==> src/sv/flk_queue.sv <==
// short queue between the input stage and the arithmetic pipeline
module flk_queue #(
  parameter int WIDTH = 8,
  parameter int DEPTH = 4
) (
  input  logic             clk,
  input  logic             rst,
  input  logic             push,
  input  logic [WIDTH-1:0] push_data,
  input  logic             pop,
  output logic [WIDTH-1:0] head,
  output logic             full,
  output logic             empty
);

  localparam int PTR_W = $clog2(DEPTH);
  localparam int CNT_W = $clog2(DEPTH + 1);

  logic [WIDTH-1:0] mem [DEPTH];
  logic [PTR_W-1:0] wr_ptr, rd_ptr;
  logic [CNT_W-1:0] count, count_next;

  assign full = (count == CNT_W'(DEPTH));
  assign empty = (count == '0);
  assign head = mem[rd_ptr];

  always_comb begin
    count_next = count;
    if (push && !pop) count_next = count + 1'b1;
    else if (pop && !push) count_next = count - 1'b1;
  end

  always_ff @(posedge clk) begin
    if (rst) begin
      wr_ptr <= '0;
      rd_ptr <= '0;
      count <= '0;
    end else begin
      if (push) wr_ptr <= wr_ptr + 1'b1;
      if (pop) rd_ptr <= rd_ptr + 1'b1;
      count <= count_next;
    end
  end

  always_ff @(posedge clk) begin
    if (push) mem[wr_ptr] <= push_data;
  end

  a_no_underflow: assert property (@(posedge clk) disable iff (rst) !(pop && empty))
    else $error("queue read while empty");
  a_no_overflow: assert property (@(posedge clk) disable iff (rst) !(push && full && !pop))
    else $error("queue written while full");
  a_count_track: assert property (@(posedge clk) disable iff (rst)
    (push && !pop && !full) |=> (count == $past(count) + 1'b1))
    else $error("queue count lost a write");

endmodule

==> config.mk <==
export PLATFORM = sky130hd
export DESIGN_NAME = flk_queue
export DESIGN_NICKNAME = d
export VERILOG_FILES = /design/src/sv/flk_queue.sv
export SDC_FILE = /design/constraint.sdc
export NUM_CORES = 1
export LEC_CHECK = 0
export BUFFER_PORTS_ARGS = -buffer_cell sky130_fd_sc_hd__buf_2
export CAP_MARGIN = 15
export CORE_MARGIN = 2
export CORE_UTILIZATION = 50
export CTS_CLUSTER_SIZE = 20
export DETAILED_ROUTE_END_ITERATION = 16
export GPL_ROUTABILITY_DRIVEN = 0
export MAX_ROUTING_LAYER = met4
export PLACE_DENSITY = 0.72
export SLEW_MARGIN = 20
export SYNTH_ARGS = -nofsm -noshare
export SYNTH_HDL_FRONTEND = slang
export SYNTH_SLANG_ARGS = --single-unit
export TNS_END_PERCENT = 100
==> constraint.sdc <==
create_clock -name clk -period 1.5 [get_ports clk]
set_input_delay 0.3 -clock clk [delete_from_list [all_inputs] [get_ports clk]]
set_output_delay 0.3 -clock clk [all_outputs]
set_load 0.005 [all_outputs]
==> out/qor.csv, run 1 <==
stage;metric;value;unit
cells_and_area;# diodes;0;
timing;setup violators final;8;
cts;CTS sink cnt;41;
yosys;sequential area share after synthesis;0.719;
worst_setup_path;largest stage delay on the critical path;500;ps
floorplan;Die ar.;0.00364;mm2
worst_setup_path;r2r startpoint;count[0];
grt;All-Layer GR Usage;0.162;
grt;most used routing layer;met2;
run;max_cap viols;0;
placed_design;worst slack, placed;-179;ps
placed_design;DP HPWL;1.74;mm
power_and_ir_drop;Power Dens Cells;1190;mW/mm2
cts;root buf cell;clkbuf_4;
floorplan;io pins;22;
cts;cts bufs inserted;5;
timing;worst setup margin;-283;ps
cts;Clock Latency Late Sink;360;ps
worst_setup_path;critical path's top delay family;multiplexers;
timing;final hold vios;0;
yosys;ys flop type;edfxtp_1;
timing;Worst Skew;10.6;ps
yosys;Async S/R FF share, synth;0;
timing;RSZ-0062 raised after global routing;true;
cts;htree depth;2;
yosys;Seq cells post-synth;41;
grt;M1 GR Usage;0.154;
cells_and_area;share of cells above drive strength 1;0.411;
worst_setup_path;Critical Path Sink Type;output port;
power_and_ir_drop;Worst VDD drop;751;uV
worst_hold_path;startpoint of the most critical hold path;push_data[3];
run_status;failing checks;setup timing;
timing;Highest Clock Rate;561;MHz
drt;vias;823;
drt;Pre-antenna DRT Iters;4;
timing;Final Cycle Share;1.19;
cts;deepest clock path buffer count;2;
power_and_ir_drop;Final Power;2.26;mW
yosys;Post-Syn Instances;86;
grt;vias in the first global route;869;
drt;drc violations;0;
worst_setup_path;Setup Crit Path Kind;reg2out;
power_and_ir_drop;Pleak;0.721;nW
grt;total grt overflow;0;
drt;Routed Antenna Nets;0;
timing;relative slew slack;0.866;
yosys;synthesized area per cell;18.4;um2
worst_setup_path;reg2reg end;count[2];
timing;actual slew at the worst max-slew pin;200;ps
cells_and_area;Nets;141;
cts;Worst-path clk slew;120;ps
floorplan;Starting Density;0.524;
worst_hold_path;worst hold-check path type;in2reg;
grt;GR Layer Usage met3;0.0426;
drt;Post-Route WL;2.43;mm
worst_setup_path;Reg2Reg Depth;4;
grt;initial antenna violation count;0;
cts;CTS tree;yes;
yosys;EDFF count, synth;32;
yosys;Synth Cell Area;0.00159;mm2
worst_hold_path;hold path depth;1;
grt;met2 Use GR;0.281;
timing;post-route setup TNS;-2050;ps
yosys;Synth cell types;20;
worst_setup_path;crit-path cells;buf_6, mux4_2, buf_2;
cells_and_area;post-layout util;0.628;
cells_and_area;Area Overhead vs Synth;19.9;%
worst_setup_path;Worst R2R Setup Slack;90;ps
drt;Routed WL per cell;14.5;um
drt;vias per inst;4.90;
yosys;yosys warns;0;
worst_setup_path;Worst Setup Start Kind;flip-flop;
floorplan;row count;20;
timing;post-layout min period;1780;ps
worst_setup_path;critical path fanouts, max;4;
run_status;status;finished, violations left;
grt;largest net degree at the start of global routing;14;
timing;Final Max Tran Viols;0;
floorplan;Die X;60.3;um
drt;Initial DRC Count;22;
grt;global-route wire length before repair;3.75;mm
worst_hold_path;Min-Delay Endpoint;mem[0][3];
cts;Hold-fix buffers, CTS;0;
yosys;syn nets;104;
worst_setup_path;crit path DAT;1480;ps
worst_setup_path;crit path max-delay cell type;mux4_2;
cts;# resized after CTS;3;
worst_setup_path;Buf/Inv on CP;2;
floorplan;Core Box Area;0.00303;mm2
floorplan;die height;60.3;um
placed_design;I/O Buffers;21;
cts;Setup Buffers After CTS;0;
worst_setup_path;CP required;1200;ps
-- through the flow --
stage	hold WS [ps]	cell area, um2	instances
4_1_cts	137	1900	168
6_report	150	1900	168
5_1_grt	130	1900	168
3_5_place_dp	506	1820	160
3_3_place_gp	484	1820	160
2_1_floorplan	399	1590	86
-- placed cells by master, fill, tap and decap left out, types with 3 or more instances in the layout --
master and n:
mux4_2 8, xor2_1 3, inv_1 4, clkbuf_4 5, buf_4 10, dfxtp_1 8
buf_2 21, and2_1 4, edfxtp_1 32, ha_1 4, nor2_1 7
-- state kept, by name (all words and copies together) (netlist names), named ones only --
register  flops
wr_ptr        2
count         3
mem          32
rd_ptr        2
-- cell usage after synthesis (2+ instances only) --
library cell	number	area share
mux2i_1	2	0.013
dfxtp_1	9	0.11
nor2_1	7	0.017
inv_1	4	0.0095
xor2_1	3	0.017
edfxtp_1	32	0.61
xnor2_1	2	0.011
and2_1	4	0.016
mux4_2	8	0.11
ha_1	5	0.039
-- cells by family (layout without fill, tap and decap cells) --
family                   after synthesis  after routing  synth area share
buffers and inverters                  7             45            0.0221
adder cells (fa/ha/maj)                6              6            0.0521
AND/OR/NAND/NOR                       15             15            0.0465
XOR/XNOR                               5              5            0.0276
multiplexers                          10             10             0.126
flip-flops                            41             41             0.719
AO/OA/AOI/OAI                          2              2           0.00630
-- how the worst max path moves through the flow --
stage	endpoint	cells past startpoint
after floorplan	count[2]	7
after global placement	count[2]	8
after detailed placement	count[2]	8
after CTS	head[7]	3
after global routing	head[7]	3
final	head[7]	3
-- final cells by class --
cell class | count | area [um2]
Timing Repair Buffer | 33 | 203
Inverter | 4 | 15.0
Sequential cell | 41 | 1140
Tap cell | 44 | 55.1
Clock inverter | 1 | 5.00
Multi-Input combinational cell | 38 | 415
Clock buffer | 7 | 66.3
Fill cell | 240 | 1130
-- per-layer routing --
metal  vias up  wire (um)
li1        391          -
met1       407        972
met2        17       1280
met3         8        108
met4         0         75
met5         -          0
-- power by group --
| group | internal (mW) | leakage, nW | switching, mW | total, mW |
|---|---|---|---|---|
| sequential | 1.30 | 0.369 | 0.0385 | 1.33 |
| clock | 0.283 | 0.0404 | 0.338 | 0.621 |
| combinational | 0.166 | 0.312 | 0.134 | 0.300 |
| total | 1.75 | 0.721 | 0.511 | 2.26 |
(Power assumes the default switching activity.)
==> run 2, diff against run 1 <==
- CORE_UTILIZATION: 50 -> 54
- PLACE_DENSITY: 0.72 -> 0.74
- clock period: 1.5 -> 2.1 ns (I/O delays scaled with it)
==> out/qor.csv, run 2 (synthesis gave the netlist of run 1 again) <==
stage;metric;value;unit;change
run_status;status;complete, no violations;;was finished, violations left
grt;vias in the first global route;782;;was 869
grt;largest net degree at the start of global routing;13;;was 14
worst_setup_path;r2r startpoint;count[0];;unchanged
cells_and_area;# diodes;0;;unchanged
cells_and_area;commonest cells after routing, fill and taps aside;32 x edfxtp_1, 21 x buf_2, 8 x mux4_2, 8 x dfxtp_1, 7 x nor2_1;;was 32 x edfxtp_1, 21 x buf_2, 10 x buf_4
worst_setup_path;critical path fanouts, max;4;;unchanged
worst_setup_path;reg2reg end;count[2];;unchanged
grt;initial antenna violation count;0;;unchanged
cells_and_area;share of cells above drive strength 1;0.342;;was 0.411
floorplan;Core Box Area;0.00278;mm2;was 0.00303 mm2
timing;Highest Clock Rate;513;MHz;
drt;vias per inst;5.40;;was 4.90
timing;final hold vios;0;;unchanged
worst_setup_path;crit path DAT;1530;ps;was 1480 ps
cts;Setup Buffers After CTS;0;;unchanged
run;max_cap viols;0;;unchanged
grt;total grt overflow;0;;unchanged
drt;Routed WL per cell;15.2;um;was 14.5 um
cts;htree depth;2;;unchanged
cts;Clock Latency Late Sink;340;ps;was 360 ps
cells_and_area;Design Area, Final;0.00178;mm2;was 0.00190 mm2
placed_design;worst slack, placed;241;ps;was -179 ps
drt;drc violations;0;;unchanged
worst_setup_path;Critical Path Sink Type;output port;;unchanged
cts;CTS sink cnt;41;;unchanged
cts;cts bufs inserted;5;;unchanged
floorplan;io pins;22;;unchanged
drt;Routed Antenna Nets;0;;unchanged
worst_setup_path;Worst R2R Setup Slack;650;ps;was 90 ps
cells_and_area;number of flip-flops in the largest register;32;;unchanged
cts;root buf cell;clkbuf_4;;unchanged
worst_setup_path;CP required;1680;ps;was 1200 ps
grt;global-route wire length before repair;3.42;mm;was 3.75 mm
timing;Final Cycle Share;0.929;;
floorplan;Die ar.;0.00339;mm2;was 0.00364 mm2
drt;Post-Route WL;2.20;mm;was 2.43 mm
timing;WHS;281;ps;was 150 ps
worst_setup_path;Setup Crit Path Kind;reg2out;;unchanged
worst_hold_path;worst hold-check path type;in2reg;;unchanged
floorplan;Starting Density;0.570;;was 0.524
timing;worst setup margin;149;ps;was -283 ps
timing;setup violators final;0;;was 8
timing;actual slew at the worst max-slew pin;431;ps;was 200 ps
timing;relative slew slack;0.713;;was 0.866
grt;All-Layer GR Usage;0.156;;was 0.162
placed_design;Post-Place Cell Area;0.00173;mm2;was 0.00182 mm2
cells_and_area;Storage cell area;0.00114;mm2;unchanged
cells_and_area;Most flops, register;mem;;unchanged
cells_and_area;multi-input logic area;410;um2;was 415 um2
cells_and_area;fill count;210;;was 240
timing;Final Max Tran Viols;0;;unchanged
cts;CTS tree;yes;;unchanged
cells_and_area;Area Overhead vs Synth;12.1;%;was 19.9%
timing;post-layout min period;1950;ps;
floorplan;row count;19;;was 20
drt;vias;783;;was 823
cts;Hold-fix buffers, CTS;0;;unchanged
timing;RSZ-0062 raised after global routing;false;;was true
worst_setup_path;Reg2Reg Depth;4;;unchanged
power_and_ir_drop;Pleak;0.661;nW;was 0.721 nW
cts;deepest clock path buffer count;2;;unchanged
floorplan;Die X;58.2;um;was 60.3 um
timing;Worst Skew;4.92;ps;was 10.6 ps
drt;Pre-antenna DRT Iters;4;;unchanged
cts;Worst-path clk slew;110;ps;was 120 ps
floorplan;die height;58.2;um;was 60.3 um
worst_setup_path;CP endpoint;head[6];;was head[7]
power_and_ir_drop;Worst VDD drop;663;uV;was 751 uV
worst_setup_path;Worst Setup Start Kind;flip-flop;;unchanged
cells_and_area;Largest regs;mem (32), count (3);;unchanged
cells_and_area;Nets;131;;was 141
placed_design;DP HPWL;1.60;mm;was 1.74 mm
placed_design;I/O Buffers;21;;unchanged
cells_and_area;commonest non-fill, non-tap cell in the layout;edfxtp_1;;unchanged
power_and_ir_drop;Power Dens Cells;845;mW/mm2;was 1190 mW/mm2
placed_design;placed cells;137;;was 160
drt;Initial DRC Count;13;;was 22
timing;post-route setup TNS;0;ps;was -2050 ps
cells_and_area;Finished Layout Cells;145;;was 168
-- run 2: cell count changes in the layout (fill, tap and decap cells not counted) --
cell,previous run,this run
clkbuf_16,1,0
ha_2,1,0
buf_6,2,0
fa_2,1,0
buf_4,10,2
fa_1,0,1
ha_1,4,5
clkinv_2,1,2
-- run 2: how the worst min path moves through the flow --
stage                             from   endpoint  slack [ps]  cells after the start
after floorplan               count[2]   count[2]         470                      2
after global placement        count[2]   count[2]         480                      2
after detailed placement      count[2]   count[2]         500                      2
after CTS                 push_data[7]  mem[2][7]         270                      1
after global routing      push_data[1]  mem[0][1]         260                      1
final                     push_data[1]  mem[0][1]         280                      1
-- run 2: repair_timing --
action                                  4_1_cts  5_1_grt
gates resized for setup                       0        1
hold endpoints to repair                      0        0
endpoints found under the setup margin        0        4
-- run 2: layout make-up --
class / count / area share
multi-input cells: 38 / 0.231
flip-flops and latches: 41 / 0.643
clock inverters: 2 / 0.00563
inverters: 4 / 0.00844
repair buffers: 23 / 0.0676
clock buffers: 6 / 0.0232
well taps: 31 / 0.0218
-- run 2: through the flow --
step,utilization,power [mW]
after CTS,0.639,1.52
after detailed placement,0.620,1.17
after global routing,0.639,1.57
after global placement,0.620,1.16
final,0.639,1.50
after floorplan,-,1.09
-- run 2: critical path, cell delays in order, from the launching register on --
cell and delay [ps]:
dfxtp_2 390, buf_4 170, mux4_2 490, buf_2 140
-- run 2: report_power, final --
group,switching [mW],internal (mW)
Sequential,0.0334,0.926
Clock,0.230,0.128
Combinational,0.0832,0.103
-- run 2: layer usage --
layer / vias to the layer above / routed length (um) / global-route usage
met5: - / 0 / -
met1: 380 / 829 / 0.155
li1: 372 / - / -
met3: 7 / 157 / 0.0491
met4: 0 / 57 / 0.120
met2: 24 / 1160 / 0.253
