--- config.mk ---
export PLATFORM = sky130hd
export DESIGN_NAME = flk_front
export DESIGN_NICKNAME = d
export VERILOG_FILES = /design/src/sv/flk_pkg.sv /design/src/sv/flk_front.sv
export SDC_FILE = /design/constraint.sdc
export NUM_CORES = 1
export LEC_CHECK = 0
export ABC_AREA = 1
export BUFFER_PORTS_ARGS = -buffer_cell sky130_fd_sc_hd__buf_4
export CORE_MARGIN = 10
export CORE_UTILIZATION = 40
export CTS_CLUSTER_SIZE = 30
export DETAILED_ROUTE_END_ITERATION = 16
export HOLD_SLACK_MARGIN = 0.06
export PLACE_DENSITY = 0.76
export RECOVER_POWER = 25
export SYNTH_ARGS = -nofsm -noshare
export SYNTH_HDL_FRONTEND = slang
export SYNTH_SLANG_ARGS = --single-unit
--- constraint.sdc ---
create_clock -name clk -period 14 [get_ports clk]
set_input_delay 2.1 -clock clk [delete_from_list [all_inputs] [get_ports clk]]
set_output_delay 2.1 -clock clk [all_outputs]
set_load 0.05 [all_outputs]
--- src/sv/flk_pkg.sv ---
// shared types, constants and arithmetic helpers for the leg kinematics block
package flk_pkg;

  localparam int ANGLE_BITS_DEFAULT = 16;
  localparam int TRIG_ITERATIONS_DEFAULT = 16;
  localparam int QUEUE_DEPTH = 4;

  localparam int SUM_W = 18;
  localparam int RATE_W = 16;
  localparam int LEN_W = 16;
  localparam int TRIG_W = 18;
  localparam int CORDIC_W = 34;
  localparam int TERM_W = LEN_W + 1 + TRIG_W;
  localparam int ENT_W = TERM_W + 2;
  localparam int PROD_W = ENT_W + RATE_W;
  localparam int VEL_SUM_W = PROD_W + 3;
  localparam int POS_OUT_W = 20;
  localparam int VEL_OUT_W = 24;
  localparam int CFG_ADDR_W = 3;

  localparam logic signed [47:0] TURN_SCALE = 48'sd683565276;
  localparam logic signed [CORDIC_W-1:0] CORDIC_X0 = 34'sd652032874;

  typedef enum logic [CFG_ADDR_W-1:0] {
    CFG_WHOLE_BODY  = 3'd0,
    CFG_LEFT_THIGH  = 3'd1,
    CFG_LEFT_SHANK  = 3'd2,
    CFG_RIGHT_THIGH = 3'd3,
    CFG_RIGHT_SHANK = 3'd4
  } cfg_addr_t;

  typedef struct packed {
    logic              whole_body;
    logic [LEN_W-1:0]  l_thigh;
    logic [LEN_W-1:0]  l_shank;
    logic [LEN_W-1:0]  r_thigh;
    logic [LEN_W-1:0]  r_shank;
  } cfg_t;

  typedef struct packed {
    logic signed [SUM_W-1:0]  sum_b1;
    logic signed [SUM_W-1:0]  sum_b12;
    logic signed [SUM_W-1:0]  sum_b3;
    logic signed [SUM_W-1:0]  sum_b34;
    logic signed [RATE_W-1:0] rate_b;
    logic signed [RATE_W-1:0] rate_lh;
    logic signed [RATE_W-1:0] rate_lk;
    logic signed [RATE_W-1:0] rate_rh;
    logic signed [RATE_W-1:0] rate_rk;
  } item_t;

  typedef struct packed {
    logic [VEL_OUT_W-1:0] rvy;
    logic [VEL_OUT_W-1:0] rvx;
    logic [VEL_OUT_W-1:0] lvy;
    logic [VEL_OUT_W-1:0] lvx;
    logic [POS_OUT_W-1:0] ry;
    logic [POS_OUT_W-1:0] rx;
    logic [POS_OUT_W-1:0] ly;
    logic [POS_OUT_W-1:0] lx;
  } result_t;

  function automatic logic signed [CORDIC_W-1:0] atan_entry(input int i);
    logic signed [CORDIC_W-1:0] v;
    case (i)
      0: v = 34'sd536870912;
      1: v = 34'sd316933406;
      2: v = 34'sd167458907;
      3: v = 34'sd85004756;
      4: v = 34'sd42667331;
      5: v = 34'sd21354465;
      6: v = 34'sd10680862;
      7: v = 34'sd5340245;
      8: v = 34'sd2670163;
      9: v = 34'sd1335087;
      10: v = 34'sd667544;
      11: v = 34'sd333772;
      12: v = 34'sd166886;
      13: v = 34'sd83443;
      14: v = 34'sd41721;
      15: v = 34'sd20860;
      16: v = 34'sd10430;
      17: v = 34'sd5215;
      18: v = 34'sd2607;
      19: v = 34'sd1303;
      20: v = 34'sd651;
      21: v = 34'sd325;
      22: v = 34'sd162;
      23: v = 34'sd81;
      default: v = '0;
    endcase
    return v;
  endfunction

  function automatic logic [POS_OUT_W-1:0] sat_pos(input logic signed [ENT_W-1:0] v);
    logic signed [ENT_W-1:0] r;
    logic [POS_OUT_W-1:0] o;
    r = (v + 37'sd16384) >>> 15;
    if (r > 37'sd524287) o = 20'h7FFFF;
    else if (r < -37'sd524288) o = 20'h80000;
    else o = r[POS_OUT_W-1:0];
    return o;
  endfunction

  function automatic logic [VEL_OUT_W-1:0] sat_vel(input logic signed [VEL_SUM_W-1:0] v);
    logic signed [VEL_SUM_W-1:0] r;
    logic [VEL_OUT_W-1:0] o;
    r = (v + (56'sd1 <<< 24)) >>> 25;
    if (r > 56'sd8388607) o = 24'h7FFFFF;
    else if (r < -56'sd8388608) o = 24'h800000;
    else o = r[VEL_OUT_W-1:0];
    return o;
  endfunction

endpackage

--- src/sv/flk_front.sv ---
// input stage: takes a transaction and forms the link angle sums
module flk_front
  import flk_pkg::*;
(
  input  logic         clk,
  input  logic         rst,
  input  logic         in_valid,
  output logic         in_ready,
  input  logic [159:0] in_data,
  output logic         push,
  input  logic         queue_full,
  output item_t        item
);

  logic  front_valid;
  logic  front_valid_next;
  item_t item_next;
  logic  take;
  logic signed [SUM_W-1:0] tb, t1, t2, t3, t4;

  assign push = front_valid && !queue_full;
  assign in_ready = !front_valid || !queue_full;
  assign take = in_valid && in_ready;

  always_comb begin
    tb = SUM_W'($signed(in_data[15:0]));
    t1 = SUM_W'($signed(in_data[31:16]));
    t2 = SUM_W'($signed(in_data[47:32]));
    t3 = SUM_W'($signed(in_data[63:48]));
    t4 = SUM_W'($signed(in_data[79:64]));
    item_next.sum_b1  = tb + t1;
    item_next.sum_b12 = tb + t1 + t2;
    item_next.sum_b3  = tb + t3;
    item_next.sum_b34 = tb + t3 + t4;
    item_next.rate_b  = $signed(in_data[95:80]);
    item_next.rate_lh = $signed(in_data[111:96]);
    item_next.rate_lk = $signed(in_data[127:112]);
    item_next.rate_rh = $signed(in_data[143:128]);
    item_next.rate_rk = $signed(in_data[159:144]);
  end

  always_comb begin
    front_valid_next = front_valid;
    if (take) front_valid_next = 1'b1;
    else if (push) front_valid_next = 1'b0;
  end

  always_ff @(posedge clk) begin
    if (rst) front_valid <= 1'b0;
    else front_valid <= front_valid_next;
  end

  always_ff @(posedge clk) begin
    if (take) item <= item_next;
  end

endmodule

==> impl_metrics.ini, run 1 <==
[worst_setup_path]
path_depth = 4
r2r_slack_ns = 9.82
critPathRequiredTime_ns = 14.05
crit_arrival_ns = 5.73
crit_path_cell_trace = clkbuf_1 -> a21oi_1 -> buf_4 -> buf_4
endpoint_kind = register
worst-path-buf-inv = 3
critical_path.startpoint_type = input pin
slowest_stage = a21oi_1
rr_worst_depth = 3
startpoint = queue_full
crit_end = item[16]$_DFFE_PP_
reg2reg_to = item[16]$_DFFE_PP_
crit_type = in2reg
cpMostUsedCell = buf_4
cpPeakStageDelay_ns = 1.78
cp_max_fo = 64
crit_family = buffers and inverters
r2r_start = front_valid$_SDFFE_PP0P_

[place]
place_area_mm2 = 0.0110
portBuffers = 317
dp_slack_ns = 9.01
gp_congestion = 0.942
dp_hpwl_mm = 22.9

[synth]
synth_top_cell_by_area = edfxtp_1
syn_area_mm2 = 0.00826
yosysWarnings = 0
synthCells = 855
synth.most_common_cell = nand2_1
netlist_top_cells_count = nand2_1, edfxtp_1, inv_1, nor2_1, ha_1
syn_nets = 1089
synth_area_leaders = edfxtp_1, nand2_1, ha_1, inv_1, a21oi_1
synth_top_area_share_pct = 54.5
synth_ff_type = edfxtp_1
synth-edff-count = 150
yosysSeqAreaShare_pct = 54.8
synth_seq_cells = 151
synthArstFlopShare_pct = 0
synth.distinct_cells = 28
syn_avg_cell_area_um2 = 9.66

[sta]
period_needed_ns = 5.67
final_hold_viol_count = 0
finalWorstSetupSlack_ns = 8.33
relSlewSlack_pct = -57.7
final-setup-viol-count = 0
fmax_ghz = 0.176
worst_slew_pin_slew_ns = 2.36
rsz0062_at_grt = no
drv_slew = 26
post-route-period-util_pct = 40.5
finalSetupTns_ns = 0
clock_skew_ns = 0.0183

[clock_network]
clock_sinks = 151
cts-htree-levels = 4
cts.clk_slew.worst_paths_ns = 0.06
cts-root-buf = clkbuf_16
cts_tree = built
post_cts_resized = 0
clk_path_buf_depth = 2
cts_buffers = 17
cts_hold_buf = 0
clock_latency_ns = 0.43
postCtsSetupRepairBufs = 0

[run_status]
violations = capacitance limit, slew limit
status = complete, but fails checks

[cells_and_area]
seq_area_mm2 = 0.00452
area_growth_pct = 39.6
nNetsFinal = 1425
design_area_mm2 = 0.0115
fillers = 1759
drive_gt1_share_pct = 30.5
multi_input_area_mm2 = 0.00336

[global_routing]
grt_usage_pct = 19.7
grt_pass1_wl_mm = 40.7
grt_pass1_vias = 7024
antenna_found_initial = 2
grt_max_degree = 65
overflow = 0

[floorplanning]
die_h_um = 164
io_pins = 318
die_w_um = 164
start_util_pct = 40.7
dieArea_mm2 = 0.0268
coreArea_mm2 = 0.0203
rows = 52

[power]
power.density_mw_per_mm2 = 141
report.power.total_mw = 1.63
power_leakage_nw = 5.54
vdd_ir_drop_max_uv = 69.0

[routing]
first_iter_violations = 596
met1_length_mm = 11.0
wl_mm = 27.3
routedWlPerCell_um = 18.5
avgViaCountPerCell = 4.82
wl_met3_mm = 2.24
drc_errors = 0
wl_met2_mm = 13.3
dr_total_vias = 7111
postRouteAntennaNets = 0
first_pass_iters = 6
maxUsedRoutingLayer = met4

[hold_path]
hold_path_class = reg2reg

[run]
maxCapViolations = 1
## kinds of logic (layout without fill, tap and decap cells)
family / count (synthesis) / count (layout) / synth area share (%)
AO/OA/AOI/OAI: 88 / 88 / 5.60
AND/OR/NAND/NOR: 418 / 418 / 20.9
flip-flops: 151 / 151 / 54.8
other: 0 / 2 / 0
XOR/XNOR: 30 / 30 / 3.18
buffers and inverters: 98 / 447 / 4.54
adder cells (fa/ha/maj): 70 / 70 / 11.0
## routing by layer
metal / up-vias / global-route usage (%)
met5: - / 0
met4: 0 / 7.96
met3: 50 / 5.96
met2: 295 / 33.2
met1: 3206 / 22.9
li1: 3560 / -
## worst register-to-register path, stage by stage, from the launching register on
cell and delay, ns:
dfxtp_1 0.32, a21oi_1 1.76, buf_4 0.94, buf_4 0.76
## per-stage QoR
step / hold WS [ns] / util, % / instances
floorplan: 0.809 / - / 855
global placement: 0.514 / 54.1 / 1442
detailed placement: 0.531 / 54.1 / 1442
CTS: 0.542 / 56.9 / 1474
global route: 0.536 / 56.8 / 1476
finish: 0.504 / 56.8 / 1476
## cell type report
| class | instances | area share, % |
|---|---|---|
| Sequential cell | 151 | 39.2 |
| Multi-Input combinational cell | 606 | 29.1 |
| Timing Repair Buffer | 319 | 20.7 |
| Clock buffer | 18 | 3.72 |
| Inverter | 96 | 3.12 |
| Tap cell | 270 | 2.93 |
| Clock inverter | 14 | 1.16 |
| Antenna cell | 2 | 0.0434 |
## placed cells by master, fill, tap and decap left out, types with 3 or more instances in the layout
| cell | count |
|---|---|
| a21oi_1 | 58 |
| and2_1 | 7 |
| buf_4 | 236 |
| clkbuf_1 | 4 |
| clkbuf_16 | 17 |
| clkbuf_4 | 80 |
| clkinv_4 | 3 |
| clkinvlp_4 | 3 |
| edfxtp_1 | 150 |
| fa_1 | 4 |
| ha_1 | 66 |
| inv_1 | 95 |
| inv_6 | 4 |
| inv_8 | 3 |
| nand2_1 | 260 |
| nand2_2 | 8 |
| nand3_1 | 53 |
| nor2_1 | 70 |
| nor3_1 | 11 |
| o21ai_0 | 21 |
| o21ai_2 | 3 |
| xnor2_1 | 5 |
| xor2_1 | 25 |
## registers in the layout, summed over array words and instances (netlist names)
register,flops
front_valid,1
item,150
## where the power goes
group	switching (mW)	internal [mW]
logic	0.415	0.190
clock network	0.204	0.235
registers	0.0155	0.571
## worst min-delay path by stage
stage / startpoint / end / slack, ns / cells after the start
2_1_floorplan: front_valid$_SDFFE_PP0P_ / front_valid$_SDFFE_PP0P_ / 0.81 / 2
3_3_place_gp: front_valid$_SDFFE_PP0P_ / front_valid$_SDFFE_PP0P_ / 0.51 / 2
3_5_place_dp: front_valid$_SDFFE_PP0P_ / front_valid$_SDFFE_PP0P_ / 0.53 / 2
4_1_cts: front_valid$_SDFFE_PP0P_ / front_valid$_SDFFE_PP0P_ / 0.54 / 2
5_1_grt: front_valid$_SDFFE_PP0P_ / front_valid$_SDFFE_PP0P_ / 0.54 / 2
6_report: front_valid$_SDFFE_PP0P_ / front_valid$_SDFFE_PP0P_ / 0.50 / 2
Power figures use the tool's default switching activity.
==> run 2: changes to the inputs <==
==> constraint.sdc (replaced) <==
create_clock -name clk -period 5.4 [get_ports clk]
set_input_delay 0.81 -clock clk [delete_from_list [all_inputs] [get_ports clk]]
set_output_delay 0.81 -clock clk [all_outputs]
set_load 0.05 [all_outputs]
==> run 2 against run 1 <==
Compared with the run above: the flow now finishes without violations; sequential share of layout area is essentially flat; final area is essentially flat; clock-buffer cell count shrank 1; global-route usage shrank 0.45 points; clock power grew to 2.7 times the previous value; power grew to 2.6 times the previous value; first-iteration DRC count shrank 9.6%; largest cell class unchanged; highest routed layer unchanged.
==> impl_metrics.ini, run 2 (synthesis gave the netlist of run 1 again) <==
[floorplanning]
coreArea_mm2 = 0.0203
die_w_um = 164
start_util_pct = 40.7
rows = 52
die_h_um = 164
io_pins = 318
dieArea_mm2 = 0.0268

[cells_and_area]
drive_gt1_share_pct = 29.6
final_cell_mix = nand2_1, buf_4, edfxtp_1, inv_1, clkbuf_4
fin_cells = 1475
area_growth_pct = 39.6
nNetsFinal = 1424
largest_register_ffs = 150
design_area_mm2 = 0.0115
post-route-util_pct = 56.8
reg_top3 = item: 150 flops, front_valid: 1 flops
top_register = item
final_common_cell = nand2_1

[power]
p_comb_share_pct = 36.5
power.density_mw_per_mm2 = 370
p_sw_mw = 1.64
seq_power_share_pct = 35.6
p_clk_share_pct = 27.9
p_int_mw = 2.62
power_leakage_nw = 5.52
vdd_ir_drop_max_uv = 219
switching_share_pct = 38.5

[sta]
period_needed_ns = 3.39
worst_slew_pin_slew_ns = 1.41
relSlewSlack_pct = 5.83
drv_slew = 0
rsz0062_at_grt = no
hold_ws_ns = 0.501
final-setup-viol-count = 0
fmax_ghz = 0.295
clock_skew_ns = 0.00627
post-route-period-util_pct = 62.7
finalSetupTns_ns = 0
final_hold_viol_count = 0

[run]
maxCapViolations = 0

[clock_network]
cts-root-buf = clkbuf_16
clk_path_buf_depth = 2
cts.clk_slew.worst_paths_ns = 0.07
clock_sinks = 151
postCtsSetupRepairBufs = 0
cts-htree-levels = 4
post_cts_resized = 0
cts_buffers = 17
cts_hold_buf = 0
cts_tree = built
clock_latency_ns = 0.42

[routing]
first_iter_violations = 539
wl_mm = 27.1
postRouteAntennaNets = 0
dr_total_vias = 7172
routedWlPerCell_um = 18.4
first_pass_iters = 6
drc_errors = 0
avgViaCountPerCell = 4.86

[worst_setup_path]
critical_path.startpoint_type = input pin
crit_type = in2reg
endpoint_kind = register
cp_max_fo = 6
critPathRequiredTime_ns = 5.59
crit_arrival_ns = 3.58

[place]
dp_hpwl_mm = 22.4
place_area_mm2 = 0.0110
dp.cells = 1441
gp_congestion = 0.918
portBuffers = 317

[global_routing]
grt_pass1_vias = 6984
antenna_found_initial = 3
grt_pass1_wl_mm = 39.4
grt_max_degree = 139
overflow = 0
grt_usage_pct = 19.2

[run_status]
status = complete, no violations

[hold_path]
hold_path_class = reg2reg
## run 2: layout make-up
type,instances,area (um^2)
diodes,3,7.51
clock inverters,14,164
flip-flops and latches,151,4520
inverters,96,360
well taps,270,338
fillers,1800,8770
multi-input cells,606,3360
repair buffers,318,2350
clock buffers,17,425
## run 2: stage by stage
step	power [mW]	setup WS, ns
global route	4.48	1.80
global placement	3.09	1.81
detailed placement	3.11	1.76
finish	4.27	2.01
CTS	4.30	2.19
floorplan	2.62	0.0216
## run 2: worst paths after layout
kind | start | to | slack [ns] | cells after the start
max | in_data[0] | item[133]$_DFFE_PP_ | 2.01 | 17
min | front_valid$_SDFFE_PP0P_ | front_valid$_SDFFE_PP0P_ | 0.50 | 2
max reg2reg | front_valid$_SDFFE_PP0P_ | item[93]$_DFFE_PP_ | 2.88 | 2
min reg2reg | front_valid$_SDFFE_PP0P_ | front_valid$_SDFFE_PP0P_ | 0.50 | 2
## run 2: layer usage
layer / up-vias / GRT usage, % / wire length, um / share of wire [%]
li1: 3557 / - / - / -
met3: 47 / 6.06 / 2410 / 8.9
met4: 0 / 7.80 / 886 / 3.3
met1: 3236 / 21.7 / 10600 / 39
met5: - / 0 / 0 / 0
met2: 332 / 33.1 / 13100 / 49
## run 2: power groups by stage
stage,sequential (mW),clock [mW],combinational [mW]
after floorplan,2.00,0,0.615
after global placement,1.54,0,1.55
after detailed placement,1.54,0,1.56
after CTS,1.52,1.21,1.57
after global routing,1.53,1.27,1.69
final,1.52,1.19,1.56
## run 2: worst max-delay path, stage by stage
cell and delay, ns:
clkbuf_1 0.21, ha_1 0.23, inv_1 0.06, fa_1 0.48, o21ai_2 0.22, nand2_1 0.08
nand2_2 0.11, nand2_1 0.09, nand3_1 0.07, nand2_1 0.11, ha_1 0.38, a21oi_1 0.21
o21ai_0 0.15, a21oi_1 0.18, nand2_1 0.07, nand2_1 0.06, nand2_1 0.04
==> run 3: changes to the inputs <==
--- a/config.mk
+++ b/config.mk
@@ -12,7 +12,7 @@
 export CTS_CLUSTER_SIZE = 30
 export DETAILED_ROUTE_END_ITERATION = 16
 export HOLD_SLACK_MARGIN = 0.06
-export PLACE_DENSITY = 0.76
+export PLACE_DENSITY = 0.79
 export RECOVER_POWER = 25
 export SYNTH_ARGS = -nofsm -noshare
 export SYNTH_HDL_FRONTEND = slang
==> constraint.sdc (replaced) <==
create_clock -name clk -period 3.1 [get_ports clk]
set_input_delay 0.465 -clock clk [delete_from_list [all_inputs] [get_ports clk]]
set_output_delay 0.465 -clock clk [all_outputs]
set_load 0.05 [all_outputs]
==> run 3 against run 2 <==
Compared with the run above: critical path depth is the same; routed wire length grew 1.1%; the flow now finishes with violations (capacitance limit, slew limit); die area is the same; highest routed layer is now met5; combinational power grew 85%; largest power group unchanged; final area grew 2.8%; clock skew grew 0.0016 ns; global-route usage grew 0.42 points; non-clock buffer count grew 41; power grew 76%; hold slack lost 0.32 ns.
==> impl_metrics.ini, run 3 (synthesis gave the netlist of run 1 again) <==
[worst_setup_path]
r2r_slack_ns = 0.35
crit_path_cell_trace = buf_4 -> ha_1 -> inv_1 -> fa_1 -> o21ai_2 -> nand2_1 -> nand2_2 -> xor2_1 -> ha_1 -> nand2_1 -> inv_1 -> a21oi_1 -> nor2_1 -> nor2_1 -> nand2_1 -> nand2_1 -> nand2_1
critPathRequiredTime_ns = 3.29
cp_max_fo = 4
crit_type = in2reg
worst-path-buf-inv = 3
reg2reg_to = item[5]$_DFFE_PP_
endpoint_kind = register
cpPeakStageDelay_ns = 0.42
crit_arrival_ns = 3.03
crit_end = item[94]$_DFFE_PP_
r2r_start = front_valid$_SDFFE_PP0P_
critical_path.startpoint_type = input pin
rr_worst_depth = 2
startpoint = in_data[0]
slowest_stage = fa_1
crit_family = adder cells
cpMostUsedCell = nand2_1
path_depth = 17

[power]
vdd_ir_drop_max_uv = 309
seq_power_share_pct = 35.3
p_comb_share_pct = 38.4
p_sw_mw = 2.88
power.density_mw_per_mm2 = 633
switching_share_pct = 38.5
power_leakage_nw = 5.75
p_int_mw = 4.61
report.power.total_mw = 7.50
p_clk_share_pct = 26.3

[floorplanning]
io_pins = 318
dieArea_mm2 = 0.0268
die_w_um = 164
die_h_um = 164
coreArea_mm2 = 0.0203
start_util_pct = 40.7
rows = 52

[cells_and_area]
design_area_mm2 = 0.0119
seq_area_mm2 = 0.00452
drive_gt1_share_pct = 33.0
final_common_cell = buf_4
area_growth_pct = 43.5
top_register = item
largest_register_ffs = 150
multi_input_area_mm2 = 0.00336
reg_top3 = item: 150 flops, front_valid: 1 flops
nNetsFinal = 1465
final_cell_mix = buf_4, nand2_1, edfxtp_1, inv_1, clkbuf_4
fillers = 1752

[clock_network]
clock_sinks = 151
post_cts_resized = 0
clk_path_buf_depth = 2
cts-root-buf = clkbuf_16
cts_buffers = 17
cts.clk_slew.worst_paths_ns = 0.07
clock_latency_ns = 0.43
postCtsSetupRepairBufs = 0
cts-htree-levels = 4
cts_tree = built
cts_hold_buf = 0

[routing]
postRouteAntennaNets = 0
drc_errors = 0
first_pass_iters = 7
dr_total_vias = 7277
first_iter_violations = 502
routedWlPerCell_um = 18.1
avgViaCountPerCell = 4.81
wl_mm = 27.4

[sta]
drv_slew = 59
fmax_ghz = 0.352
clock_skew_ns = 0.00787
rsz0062_at_grt = no
final_hold_viol_count = 0
finalSetupTns_ns = 0
finalWorstSetupSlack_ns = 0.259
relSlewSlack_pct = -8.27
period_needed_ns = 2.84
post-route-period-util_pct = 91.7
worst_slew_pin_slew_ns = 1.62
final-setup-viol-count = 0

[global_routing]
overflow = 0
grt_pass1_vias = 7146
grt_usage_pct = 19.6
grt_pass1_wl_mm = 40.5
antenna_found_initial = 2
grt_max_degree = 87

[run_status]
violations = capacitance limit, slew limit
status = complete, but fails checks

[place]
gp_congestion = 0.919
dp_slack_ns = -0.125
portBuffers = 317
dp_hpwl_mm = 22.9
place_area_mm2 = 0.0113

[hold_path]
hold_path_class = in2reg
min_path_cells = 2
hp-start = rst

[run]
maxCapViolations = 1
-- run 3: cell count changes in the layout (fill, tap and decap cells not counted), moves of 2 or more --
cell      change
buf_4        +52
clkbuf_1     -11
inv_6         +2
diode_2       -2
-- run 3: worst min path at each step --
stage / end / slack [ns]
after floorplan: front_valid$_SDFFE_PP0P_ / 0.53
after global placement: front_valid$_SDFFE_PP0P_ / 0.51
after detailed placement: front_valid$_SDFFE_PP0P_ / 0.53
after CTS: front_valid$_SDFFE_PP0P_ / 0.17
after global routing: front_valid$_SDFFE_PP0P_ / 0.17
final: front_valid$_SDFFE_PP0P_ / 0.18
-- run 3: layout make-up --
cell class	instances	area share [%]
inverters	96	3.06
well taps	270	2.85
repair buffers	359	22.8
multi-input cells	606	28.4
clock inverters	14	1.14
clock buffers	17	3.59
diodes	1	0.0211
flip-flops and latches	151	38.2
-- run 3: per-layer routing --
| metal | routed length (um) | vias to the layer above | share of wire [%] | global-route usage [%] |
|---|---|---|---|---|
| met3 | 2310 | 39 | 8.4 | 5.61 |
| met4 | 749 | 2 | 2.7 | 7.47 |
| met1 | 10600 | 3309 | 39 | 22.2 |
| met2 | 13700 | 286 | 50 | 34.4 |
| met5 | 13 | - | 0.047 | 0 |
| li1 | - | 3641 | - | - |
-- run 3: through the flow --
| stage | hold slack [ns] | utilization (%) | std cells |
|---|---|---|---|
| finish | 0.184 | 58.4 | 1514 |
| global route | 0.174 | 58.4 | 1514 |
| detailed placement | 0.531 | 55.8 | 1482 |
| CTS | 0.170 | 58.5 | 1513 |
| floorplan | 0.534 | - | 855 |
| global placement | 0.515 | 55.8 | 1482 |
-- run 3: power by group through the flow --
stage               sequential, mW  combinational, mW  clock (mW)
CTS                           2.65               2.90        2.02
detailed placement            2.69               2.88           0
floorplan                     3.48               1.07           0
global placement              2.68               2.85           0
global route                  2.67               3.11        2.11
finish                        2.65               2.88        1.97
